`src/rtl/core/ffba_pkg.sv`:
```
// Shared types and constants of the first-fit block allocator.
// Depends on nothing; imported by every module of the block.
package ffba_pkg;

   localparam int CMD_W       = 1;
   localparam int SIZE_W      = 13;
   localparam int OFFS_W      = 12;
   localparam int STATUS_W    = 2;
   localparam int REQ_TDATA_W = 32;
   localparam int RSP_TDATA_W = 16;

   localparam logic [CMD_W-1:0] CMD_ALLOC = 1'b0;
   localparam logic [CMD_W-1:0] CMD_FREE  = 1'b1;

   typedef enum logic [STATUS_W-1:0] {
      ST_DONE     = 2'd0,
      ST_NOSPACE  = 2'd1,
      ST_NOTBLOCK = 2'd2
   } status_type;

   typedef enum logic [1:0] {
      S_IDLE,
      S_SCAN,
      S_FINISH
   } state_type;

   // Packed with status in the lowest bits.
   typedef struct packed {
      logic [OFFS_W-1:0] given_offset;
      status_type        status;
   } rsp_type;

endpackage

```
`src/rtl/core/ffba_desc_mem.sv`:
```
// Block descriptor memory: one write port, one read port, registered read.
// Depends on ffba_pkg.
module ffba_desc_mem
   import ffba_pkg::*;
#(
   parameter int DEPTH = 64,
   parameter int DW    = 26,
   localparam int IW   = $clog2(DEPTH)
) (
   input  logic          clock,
   input  logic          rd_en,
   input  logic [IW-1:0] rd_addr,
   output logic [DW-1:0] rd_data,
   input  logic          wr_en,
   input  logic [IW-1:0] wr_addr,
   input  logic [DW-1:0] wr_data
);

   logic [DW-1:0] mem [DEPTH];
   logic [DW-1:0] rd_data_ff;

   always_ff @(posedge clock) begin
      if (wr_en) begin
         mem[wr_addr] <= wr_data;
      end
   end

   always_ff @(posedge clock) begin
      if (rd_en) begin
         rd_data_ff <= mem[rd_addr];
      end
   end

   assign rd_data = rd_data_ff;

endmodule

```
`src/rtl/core/ffba_ctrl.sv`:
```
// Request sequencer: walks the descriptor memory, decides each request,
// writes descriptors back and keeps the block count and frontier.
// Depends on ffba_pkg.
module ffba_ctrl
   import ffba_pkg::*;
#(
   parameter int ARENA_BYTES  = 4096,
   parameter int HEADER_BYTES = 16,
   parameter int MAX_BLOCKS   = 64,
   localparam int IW   = $clog2(MAX_BLOCKS),
   localparam int SW   = $clog2(ARENA_BYTES),
   localparam int DW   = 1 + SIZE_W + SW
) (
   input  logic              clock,
   input  logic              reset,
   input  logic              req_valid,
   output logic              req_ready,
   input  logic [CMD_W-1:0]  req_cmd,
   input  logic [SIZE_W-1:0] req_size,
   input  logic [OFFS_W-1:0] req_offset,
   output logic              res_valid,
   input  logic              res_ready,
   output rsp_type           res_data,
   output logic              rd_en,
   output logic [IW-1:0]     rd_addr,
   input  logic [DW-1:0]     rd_data,
   output logic              wr_en,
   output logic [IW-1:0]     wr_addr,
   output logic [DW-1:0]     wr_data
);

   localparam int CW   = $clog2(MAX_BLOCKS + 1);
   localparam int AW   = $clog2(ARENA_BYTES + 1);
   localparam int SUMW = ((AW > SIZE_W) ? AW : SIZE_W) + 2;
   localparam int CMPW = (SW > OFFS_W) ? SW : OFFS_W;

   state_type          state_ff, state_in;
   logic [CMD_W-1:0]   cmd_ff, cmd_in;
   logic [SIZE_W-1:0]  size_ff, size_in;
   logic [OFFS_W-1:0]  offs_ff, offs_in;
   logic [CW-1:0]      scan_ff, scan_in;
   logic [CW-1:0]      count_ff, count_in;
   logic               chk_ff, chk_in;
   logic [AW-1:0]      frontier_ff, frontier_in;
   status_type         res_status_ff, res_status_in;
   logic [OFFS_W-1:0]  res_offs_ff, res_offs_in;

   logic               accept;
   logic               zero_size;
   logic               rd_used;
   logic [SIZE_W-1:0]  rd_cap;
   logic [SW-1:0]      rd_start;
   logic               hit;
   logic               issue;
   logic               exhausted;
   logic [SUMW-1:0]    start_sum;
   logic [SUMW-1:0]    end_sum;
   logic               room;
   logic [SW-1:0]      new_start;
   logic               carve;

   assign accept    = req_valid && req_ready;
   assign zero_size = (req_cmd == CMD_ALLOC) && (req_size == '0);

   assign rd_used  = rd_data[DW-1];
   assign rd_cap   = rd_data[SW +: SIZE_W];
   assign rd_start = rd_data[SW-1:0];

   // rd_data holds the entry issued in the previous scan cycle.
   assign hit = chk_ff && ((cmd_ff == CMD_ALLOC) ? (!rd_used && (rd_cap >= size_ff))
                                                 : (CMPW'(rd_start) == CMPW'(offs_ff)));
   assign issue     = scan_ff < count_ff;
   assign exhausted = !chk_ff && !issue;

   assign start_sum = SUMW'(frontier_ff) + SUMW'(HEADER_BYTES);
   assign end_sum   = start_sum + SUMW'(size_ff);
   assign room      = (count_ff < CW'(MAX_BLOCKS)) && (end_sum <= SUMW'(ARENA_BYTES));
   assign new_start = SW'(start_sum);
   assign carve     = (state_ff == S_SCAN) && !hit && exhausted &&
                      (cmd_ff == CMD_ALLOC) && room;

   // Next state
   always_comb begin
      state_in = state_ff;
      case (state_ff)
         S_IDLE: begin
            if (accept) begin
               state_in = zero_size ? S_FINISH : S_SCAN;
            end
         end
         S_SCAN: begin
            if (hit || exhausted) begin
               state_in = S_FINISH;
            end
         end
         S_FINISH: begin
            if (res_ready) begin
               state_in = S_IDLE;
            end
         end
         default: state_in = S_IDLE;
      endcase
   end

   // Outputs
   always_comb begin
      req_ready = (state_ff == S_IDLE);
      res_valid = (state_ff == S_FINISH);
      res_data.status       = res_status_ff;
      res_data.given_offset = res_offs_ff;
      rd_en   = (state_ff == S_SCAN) && issue;
      rd_addr = scan_ff[IW-1:0];
      wr_en   = ((state_ff == S_SCAN) && hit) || carve;
      if (hit) begin
         wr_addr = IW'(scan_ff - CW'(1));
         wr_data = {(cmd_ff == CMD_ALLOC), rd_cap, rd_start};
      end else begin
         wr_addr = count_ff[IW-1:0];
         wr_data = {1'b1, size_ff, new_start};
      end
   end

   // Datapath next values
   always_comb begin
      cmd_in        = cmd_ff;
      size_in       = size_ff;
      offs_in       = offs_ff;
      scan_in       = scan_ff;
      count_in      = count_ff;
      chk_in        = chk_ff;
      frontier_in   = frontier_ff;
      res_status_in = res_status_ff;
      res_offs_in   = res_offs_ff;
      case (state_ff)
         S_IDLE: begin
            if (accept) begin
               cmd_in        = req_cmd;
               size_in       = req_size;
               offs_in       = req_offset;
               scan_in       = '0;
               chk_in        = 1'b0;
               res_status_in = ST_NOSPACE;
               res_offs_in   = '0;
            end
         end
         S_SCAN: begin
            chk_in = 1'b0;
            if (hit) begin
               res_status_in = ST_DONE;
               res_offs_in   = (cmd_ff == CMD_ALLOC) ? OFFS_W'(rd_start) : '0;
            end else if (exhausted) begin
               res_offs_in = '0;
               if (cmd_ff == CMD_FREE) begin
                  res_status_in = ST_NOTBLOCK;
               end else if (room) begin
                  res_status_in = ST_DONE;
                  res_offs_in   = OFFS_W'(new_start);
                  frontier_in   = AW'(end_sum);
                  count_in      = count_ff + CW'(1);
               end else begin
                  res_status_in = ST_NOSPACE;
               end
            end else begin
               chk_in = issue;
               if (issue) begin
                  scan_in = scan_ff + CW'(1);
               end
            end
         end
         default: begin
         end
      endcase
   end

   always_ff @(posedge clock) begin
      if (reset) begin
         state_ff    <= S_IDLE;
         scan_ff     <= '0;
         count_ff    <= '0;
         chk_ff      <= 1'b0;
         frontier_ff <= '0;
      end else begin
         state_ff    <= state_in;
         scan_ff     <= scan_in;
         count_ff    <= count_in;
         chk_ff      <= chk_in;
         frontier_ff <= frontier_in;
      end
   end

   always_ff @(posedge clock) begin
      cmd_ff        <= cmd_in;
      size_ff       <= size_in;
      offs_ff       <= offs_in;
      res_status_ff <= res_status_in;
      res_offs_ff   <= res_offs_in;
   end

endmodule

```
`src/rtl/core/ffba_rsp_slot.sv`:
```
// Output register of the response channel: holds one result until taken.
// Depends on ffba_pkg.
module ffba_rsp_slot
   import ffba_pkg::*;
(
   input  logic    clock,
   input  logic    reset,
   input  logic    in_valid,
   output logic    in_ready,
   input  rsp_type in_data,
   output logic    out_valid,
   input  logic    out_ready,
   output rsp_type out_data
);

   logic    valid_ff, valid_in;
   rsp_type data_ff;

   assign in_ready = !valid_ff || out_ready;

   always_comb begin
      valid_in = valid_ff;
      if (in_ready) begin
         valid_in = in_valid;
      end
   end

   always_ff @(posedge clock) begin
      if (reset) begin
         valid_ff <= 1'b0;
      end else begin
         valid_ff <= valid_in;
      end
   end

   always_ff @(posedge clock) begin
      if (in_valid && in_ready) begin
         data_ff <= in_data;
      end
   end

   assign out_valid = valid_ff;
   assign out_data  = data_ff;

endmodule

```
`src/rtl/core/first_fit_block_allocator.sv`:
```
// First-fit block allocator over a fixed arena: top level.
// Depends on ffba_pkg, ffba_ctrl, ffba_desc_mem and ffba_rsp_slot.
//
// The block serves one request at a time. An allocate walks the carved
// blocks in order, one descriptor per cycle through the single read port of
// the descriptor memory, and reuses the first unused block that is large
// enough; otherwise it carves a new block at the frontier. A free walks the
// same descriptors looking for a matching data offset. A zero-size allocate
// skips the walk. Results land in an output register, so the next request
// is taken while a result still waits on rsp_tready. Descriptors need no
// clearing after reset: only entries below the block count are ever read,
// and each is written when carved.
module first_fit_block_allocator
   import ffba_pkg::*;
#(
   parameter int ARENA_BYTES  = 4096,
   parameter int HEADER_BYTES = 16,
   parameter int MAX_BLOCKS   = 64
) (
   input  logic                   clock,
   input  logic                   reset,
   // request channel
   input  logic                   req_tvalid,
   output logic                   req_tready,
   input  logic [REQ_TDATA_W-1:0] req_tdata,   // [12:0] req_size, [24:13] data_offset
   input  logic [CMD_W-1:0]       req_tuser,   // [0] cmd (0 allocate, 1 free)
   // response channel
   output logic                   rsp_tvalid,
   input  logic                   rsp_tready,
   output logic [RSP_TDATA_W-1:0] rsp_tdata    // [1:0] status, [13:2] given_offset
);

   localparam int IW = $clog2(MAX_BLOCKS);
   localparam int SW = $clog2(ARENA_BYTES);
   localparam int DW = 1 + SIZE_W + SW;

   // descriptor memory port
   logic          rd_en;
   logic [IW-1:0] rd_addr;
   logic [DW-1:0] rd_data;
   logic          wr_en;
   logic [IW-1:0] wr_addr;
   logic [DW-1:0] wr_data;

   // sequencer to output register
   logic    res_valid;
   logic    res_ready;
   rsp_type res_data;
   rsp_type rsp_data;

   // Unpack the request fields.
   logic [SIZE_W-1:0] req_size;
   logic [OFFS_W-1:0] data_offset;

   assign req_size    = req_tdata[SIZE_W-1:0];
   assign data_offset = req_tdata[SIZE_W +: OFFS_W];

   // Sequence requests; hold each one until its result is registered.
   ffba_ctrl #(
      .ARENA_BYTES  (ARENA_BYTES),
      .HEADER_BYTES (HEADER_BYTES),
      .MAX_BLOCKS   (MAX_BLOCKS)
   ) u_ctrl (
      .clock      (clock),
      .reset      (reset),
      .req_valid  (req_tvalid),
      .req_ready  (req_tready),
      .req_cmd    (req_tuser),
      .req_size   (req_size),
      .req_offset (data_offset),
      .res_valid  (res_valid),
      .res_ready  (res_ready),
      .res_data   (res_data),
      .rd_en      (rd_en),
      .rd_addr    (rd_addr),
      .rd_data    (rd_data),
      .wr_en      (wr_en),
      .wr_addr    (wr_addr),
      .wr_data    (wr_data)
   );

   // Store {used, capacity, data start} per block. A write-back always ends
   // a walk, so no read of the same entry overlaps it.
   ffba_desc_mem #(
      .DEPTH (MAX_BLOCKS),
      .DW    (DW)
   ) u_desc_mem (
      .clock   (clock),
      .rd_en   (rd_en),
      .rd_addr (rd_addr),
      .rd_data (rd_data),
      .wr_en   (wr_en),
      .wr_addr (wr_addr),
      .wr_data (wr_data)
   );

   // Decouple the response side from the walk.
   ffba_rsp_slot u_rsp_slot (
      .clock     (clock),
      .reset     (reset),
      .in_valid  (res_valid),
      .in_ready  (res_ready),
      .in_data   (res_data),
      .out_valid (rsp_tvalid),
      .out_ready (rsp_tready),
      .out_data  (rsp_data)
   );

   // Pad the response with zeros to whole bytes.
   assign rsp_tdata = RSP_TDATA_W'(rsp_data);

endmodule

```
`config.mk`:
```
export PLATFORM = sky130hd
export DESIGN_NAME = first_fit_block_allocator
export DESIGN_NICKNAME = d
export VERILOG_FILES = /design/src/rtl/core/ffba_pkg.sv /design/src/rtl/core/ffba_desc_mem.sv /design/src/rtl/core/ffba_ctrl.sv /design/src/rtl/core/ffba_rsp_slot.sv /design/src/rtl/core/first_fit_block_allocator.sv
export SDC_FILE = /design/constraint.sdc
export NUM_CORES = 2
export LEC_CHECK = 0
export ABC_AREA = 1
export BUFFER_PORTS_ARGS = -buffer_cell sky130_fd_sc_hd__buf_2
export CORE_MARGIN = 2
export CORE_UTILIZATION = 45
export CTS_CLUSTER_DIAMETER = 100
export DETAILED_ROUTE_END_ITERATION = 8
export HOLD_SLACK_MARGIN = 0.05
export PLACE_DENSITY = 0.61
export SKIP_LAST_GASP = 1
export SLEW_MARGIN = 40
export SYNTH_ARGS = -nofsm -noshare
export SYNTH_HDL_FRONTEND = slang
export SYNTH_SLANG_ARGS = --single-unit
```
`constraint.sdc`:
```
create_clock -name clock -period 7.4 [get_ports clock]
set_clock_uncertainty 0.15 [all_clocks]
set_input_delay 0.74 -clock clock [delete_from_list [all_inputs] [get_ports clock]]
set_output_delay 0.74 -clock clock [all_outputs]
set_load 0.01 [all_outputs]
```
==> out/results.tsv <==
metric	value	unit
status	finished, final reports clean	
clock-pin slew on the worst setup and hold paths	0.06	ns
synth top area cells	edfxtp_1 74%, o21ai_0 6.3%, nor2_1 5.3%	
post-synthesis sequential area ratio	75.1	%
CTS sink count	1775	
Period minus WS final	5.95	ns
PwrDens	257	mW/mm^2
average cell area after synthesis	12.8	sq um
headroom to the max-slew limit	39.1	%
final wirelength	194000	microns
Internal	16.0	mW
routability cong.	0.862	
Max Cap Violations	0	
Clock Power Share	40.6	%
Tightest Pin Transition	0.913	ns
Comb pwr share	4.9	%
DR WL/cell	25.0	microns
Initial Util	45.3	%
asr flop ratio synth	0	%
WL met2	86700	microns
Mapped Area	0.0705	sq mm
CP Cell Sequence	ha_1 > nand2_1 > o21ai_0 > inv_1 > ha_1 > nand2_1 > inv_1 > a21oi_1 > nand3_1 > nand2_1 > nand2_1 > nor2_1 > nand3_1 > nand2_2 > nand2_2 > inv_2 > nand2_2 > nand2_2 > nand2_1 > nor2_4 > buf_4	
post-synth top area cell	edfxtp_1	
EDFF count, synth	1744	
post-DR vias/cell	5.83	
Worst path slowest cell	nor2_4	
Netlist cell types	44	
vias	45290	
Hold Slack	0.113	ns
TNS Setup	0	ns
Gate Count Post-Synth	5516	
WP depth	21	
die width	400	microns
post-cts sizing count	0	
core region area	0.156	sq mm
f_max	168	MHz
metal3 WL	17600	microns
first-pass GRT wire length	280000	microns
Tcrit/Tclk final	80.4	%
CP dominant cell by count	nand2_1	
Worst Reg2Reg Path Length in Cells	21	
vias in the first global route	41513	
CP peak stage delay	0.70	ns
Crit path arrival time	6.29	ns
Layout area overhead	13.5	%
std cell rows	145	
Pins Over Slew Limit	0	
I/O pin count	55	
Final ANT Viol Nets	0	
Setup CP Type	register to register	
Critical Path RT	7.74	ns
DRC errors left	0	
GRT Util Overall	23.9	%
CTS Buffer Depth	3	
total gr overflow	0	
FF+latch count, synth	1775	
final hold viol count	0	
Layout Nets	5640	
post-synth top area share	74.3	%
layout cells sized above 1	9.52	%
Setup crit end kind	register	
cell family with most CP delay	simple AND/OR/NAND/NOR gates	
cell depth of the worst hold path	2	
WL met1	83900	microns
CTS tree	built	
Top Metal Used	met4	
Pleak	25.9	nW
Worst Path Buf+Inv	4	
Seq pwr share	54.6	%
Worst setup SP type	register	
Pre-antenna DRT Iters	5	
clock root cell	clkbuf_16	
cts bufs inserted	175	
P_sw	4.55	mW
largest net degree at the start of global routing	181	
Crit Path Max Fanout	29	
die area	0.160	sq mm
Synth warnings	0	
peak supply drop	0.196	mV
H-tree depth	4	
switching share of power	22.1	%
worst skew pair latency	0.83	ns
Hold Path Class	input pin to register	
Post-DP HPWL	109000	microns
DRT iter0 DRCs	5796	
initial antenna violation count	6	
Die Span Y	400	microns
Final setup violation count	0	
buffers added on ports	45	
unrepaired setup endpoints after global routing	no	
ys flop type	edfxtp_1	
-- placed cells by master, fill, tap and decap left out, drive strengths merged, types with 2 or more instances in the layout --
cell type,netlist,layout
and3,2,2
a221oi,11,11
nand3b,4,4
conb,1,2
nor2,1004,1004
a211oi,25,25
dlygate4sd3,0,27
clkbuf,288,231
ha,38,38
nand3,72,72
nor4,4,4
o21a,2,2
buf,65,196
clkinvlp,0,2
nand4,63,63
bufinv,0,4
xor2,16,16
dfxtp,31,31
nand2,595,595
nor3,11,11
o21ai,893,893
clkinv,3,81
inv,98,99
a41oi,23,23
o22ai,405,405
edfxtp,1744,1744
xnor2,14,14
a21oi,96,96
-- per-layer routing --
metal / global-route usage, % / vias to the layer above
met3: 4.12 / 275
met5: 0 / -
met1: 35.7 / 22543
met4: 7.72 / 0
li1: - / 20416
met2: 35.6 / 2056
-- cell usage after synthesis, drive strengths merged, types with 2 or more instances --
library cell	count
inv	98
buf	65
nand4	63
a211oi	25
nor4	4
nand3	72
edfxtp	1744
clkbuf	288
dfxtp	31
ha	38
a41oi	23
nor3	11
a221oi	11
nor2	1004
o21ai	893
nand3b	4
a21oi	96
xor2	16
xnor2	14
clkinv	3
and3	2
o22ai	405
o21a	2
nand2	595
-- final timing paths --
path	slack, ns	startpoint	endpoint
hold / removal	0.11	reset	u_ctrl.count_ff[6]
hold reg to reg	0.27	u_ctrl.res_offs_ff[11]	u_rsp_slot.out_data[13]
setup / recovery	1.45	u_ctrl.frontier_ff[4]	u_desc_mem.mem[39][10]
setup reg to reg	1.45	u_ctrl.frontier_ff[4]	u_desc_mem.mem[39][10]
-- cell families after synthesis --
family          after synthesis  synth area share (%)
flops                      1775                  75.1
simple gates               1756                  9.83
compound gates             1461                  11.4
buf+inv                     454                  2.54
fa+ha+maj                    39                 0.703
xor+xnor                     30                 0.373
other cells                   1               0.00532
-- power groups by stage --
stage	registers (mW)	clock network, mW	logic, mW
floorplan	11.5	0	0.540
global placement	11.4	0	0.938
detailed placement	11.4	0	0.971
CTS	11.2	8.43	0.985
global route	11.2	8.83	1.08
finish	11.2	8.34	0.998
-- registers in the layout, summed over array words and instances, names as in the netlist, 2 cells and up --
register / cells
u_ctrl.res_offs_ff: 12
u_ctrl.state_ff: 2
u_ctrl.frontier_ff: 13
u_rsp_slot.out_data: 14
u_ctrl.offs_ff: 12
u_ctrl.size_ff: 13
u_desc_mem.mem: 1664
u_ctrl.res_status_ff: 2
u_desc_mem.rd_data: 26
u_ctrl.scan_ff: 7
u_ctrl.count_ff: 7
-- repair_timing --
item                      CTS  global route
buffers inserted            0             0
hold buffers               27             0
hold endpoints to repair   27             0
-- cell type report --
class | instances | area, sq um
fillers | 12927 | 75800
flip-flops and latches | 1775 | 53000
multi-input cells | 3288 | 16400
clock buffers | 231 | 4690
well taps | 2058 | 2570
repair buffers | 223 | 2310
clock inverters | 85 | 602
inverters | 101 | 399
diodes | 1 | 2.50
-- stage by stage --
stage | cell area (sq um) | util, % | instances | setup slack (ns) | power, mW
floorplan | 70500 | - | 5517 | 2.05 | 12.0
global placement | 73600 | 47.2 | 7379 | 1.33 | 12.4
detailed placement | 74300 | 47.7 | 7414 | 1.48 | 12.4
CTS | 79900 | 51.3 | 7757 | 1.46 | 20.6
global route | 80000 | 51.3 | 7761 | 1.13 | 21.1
finish | 80000 | 51.3 | 7762 | 1.45 | 20.6
Power figures use the tool's default switching activity.
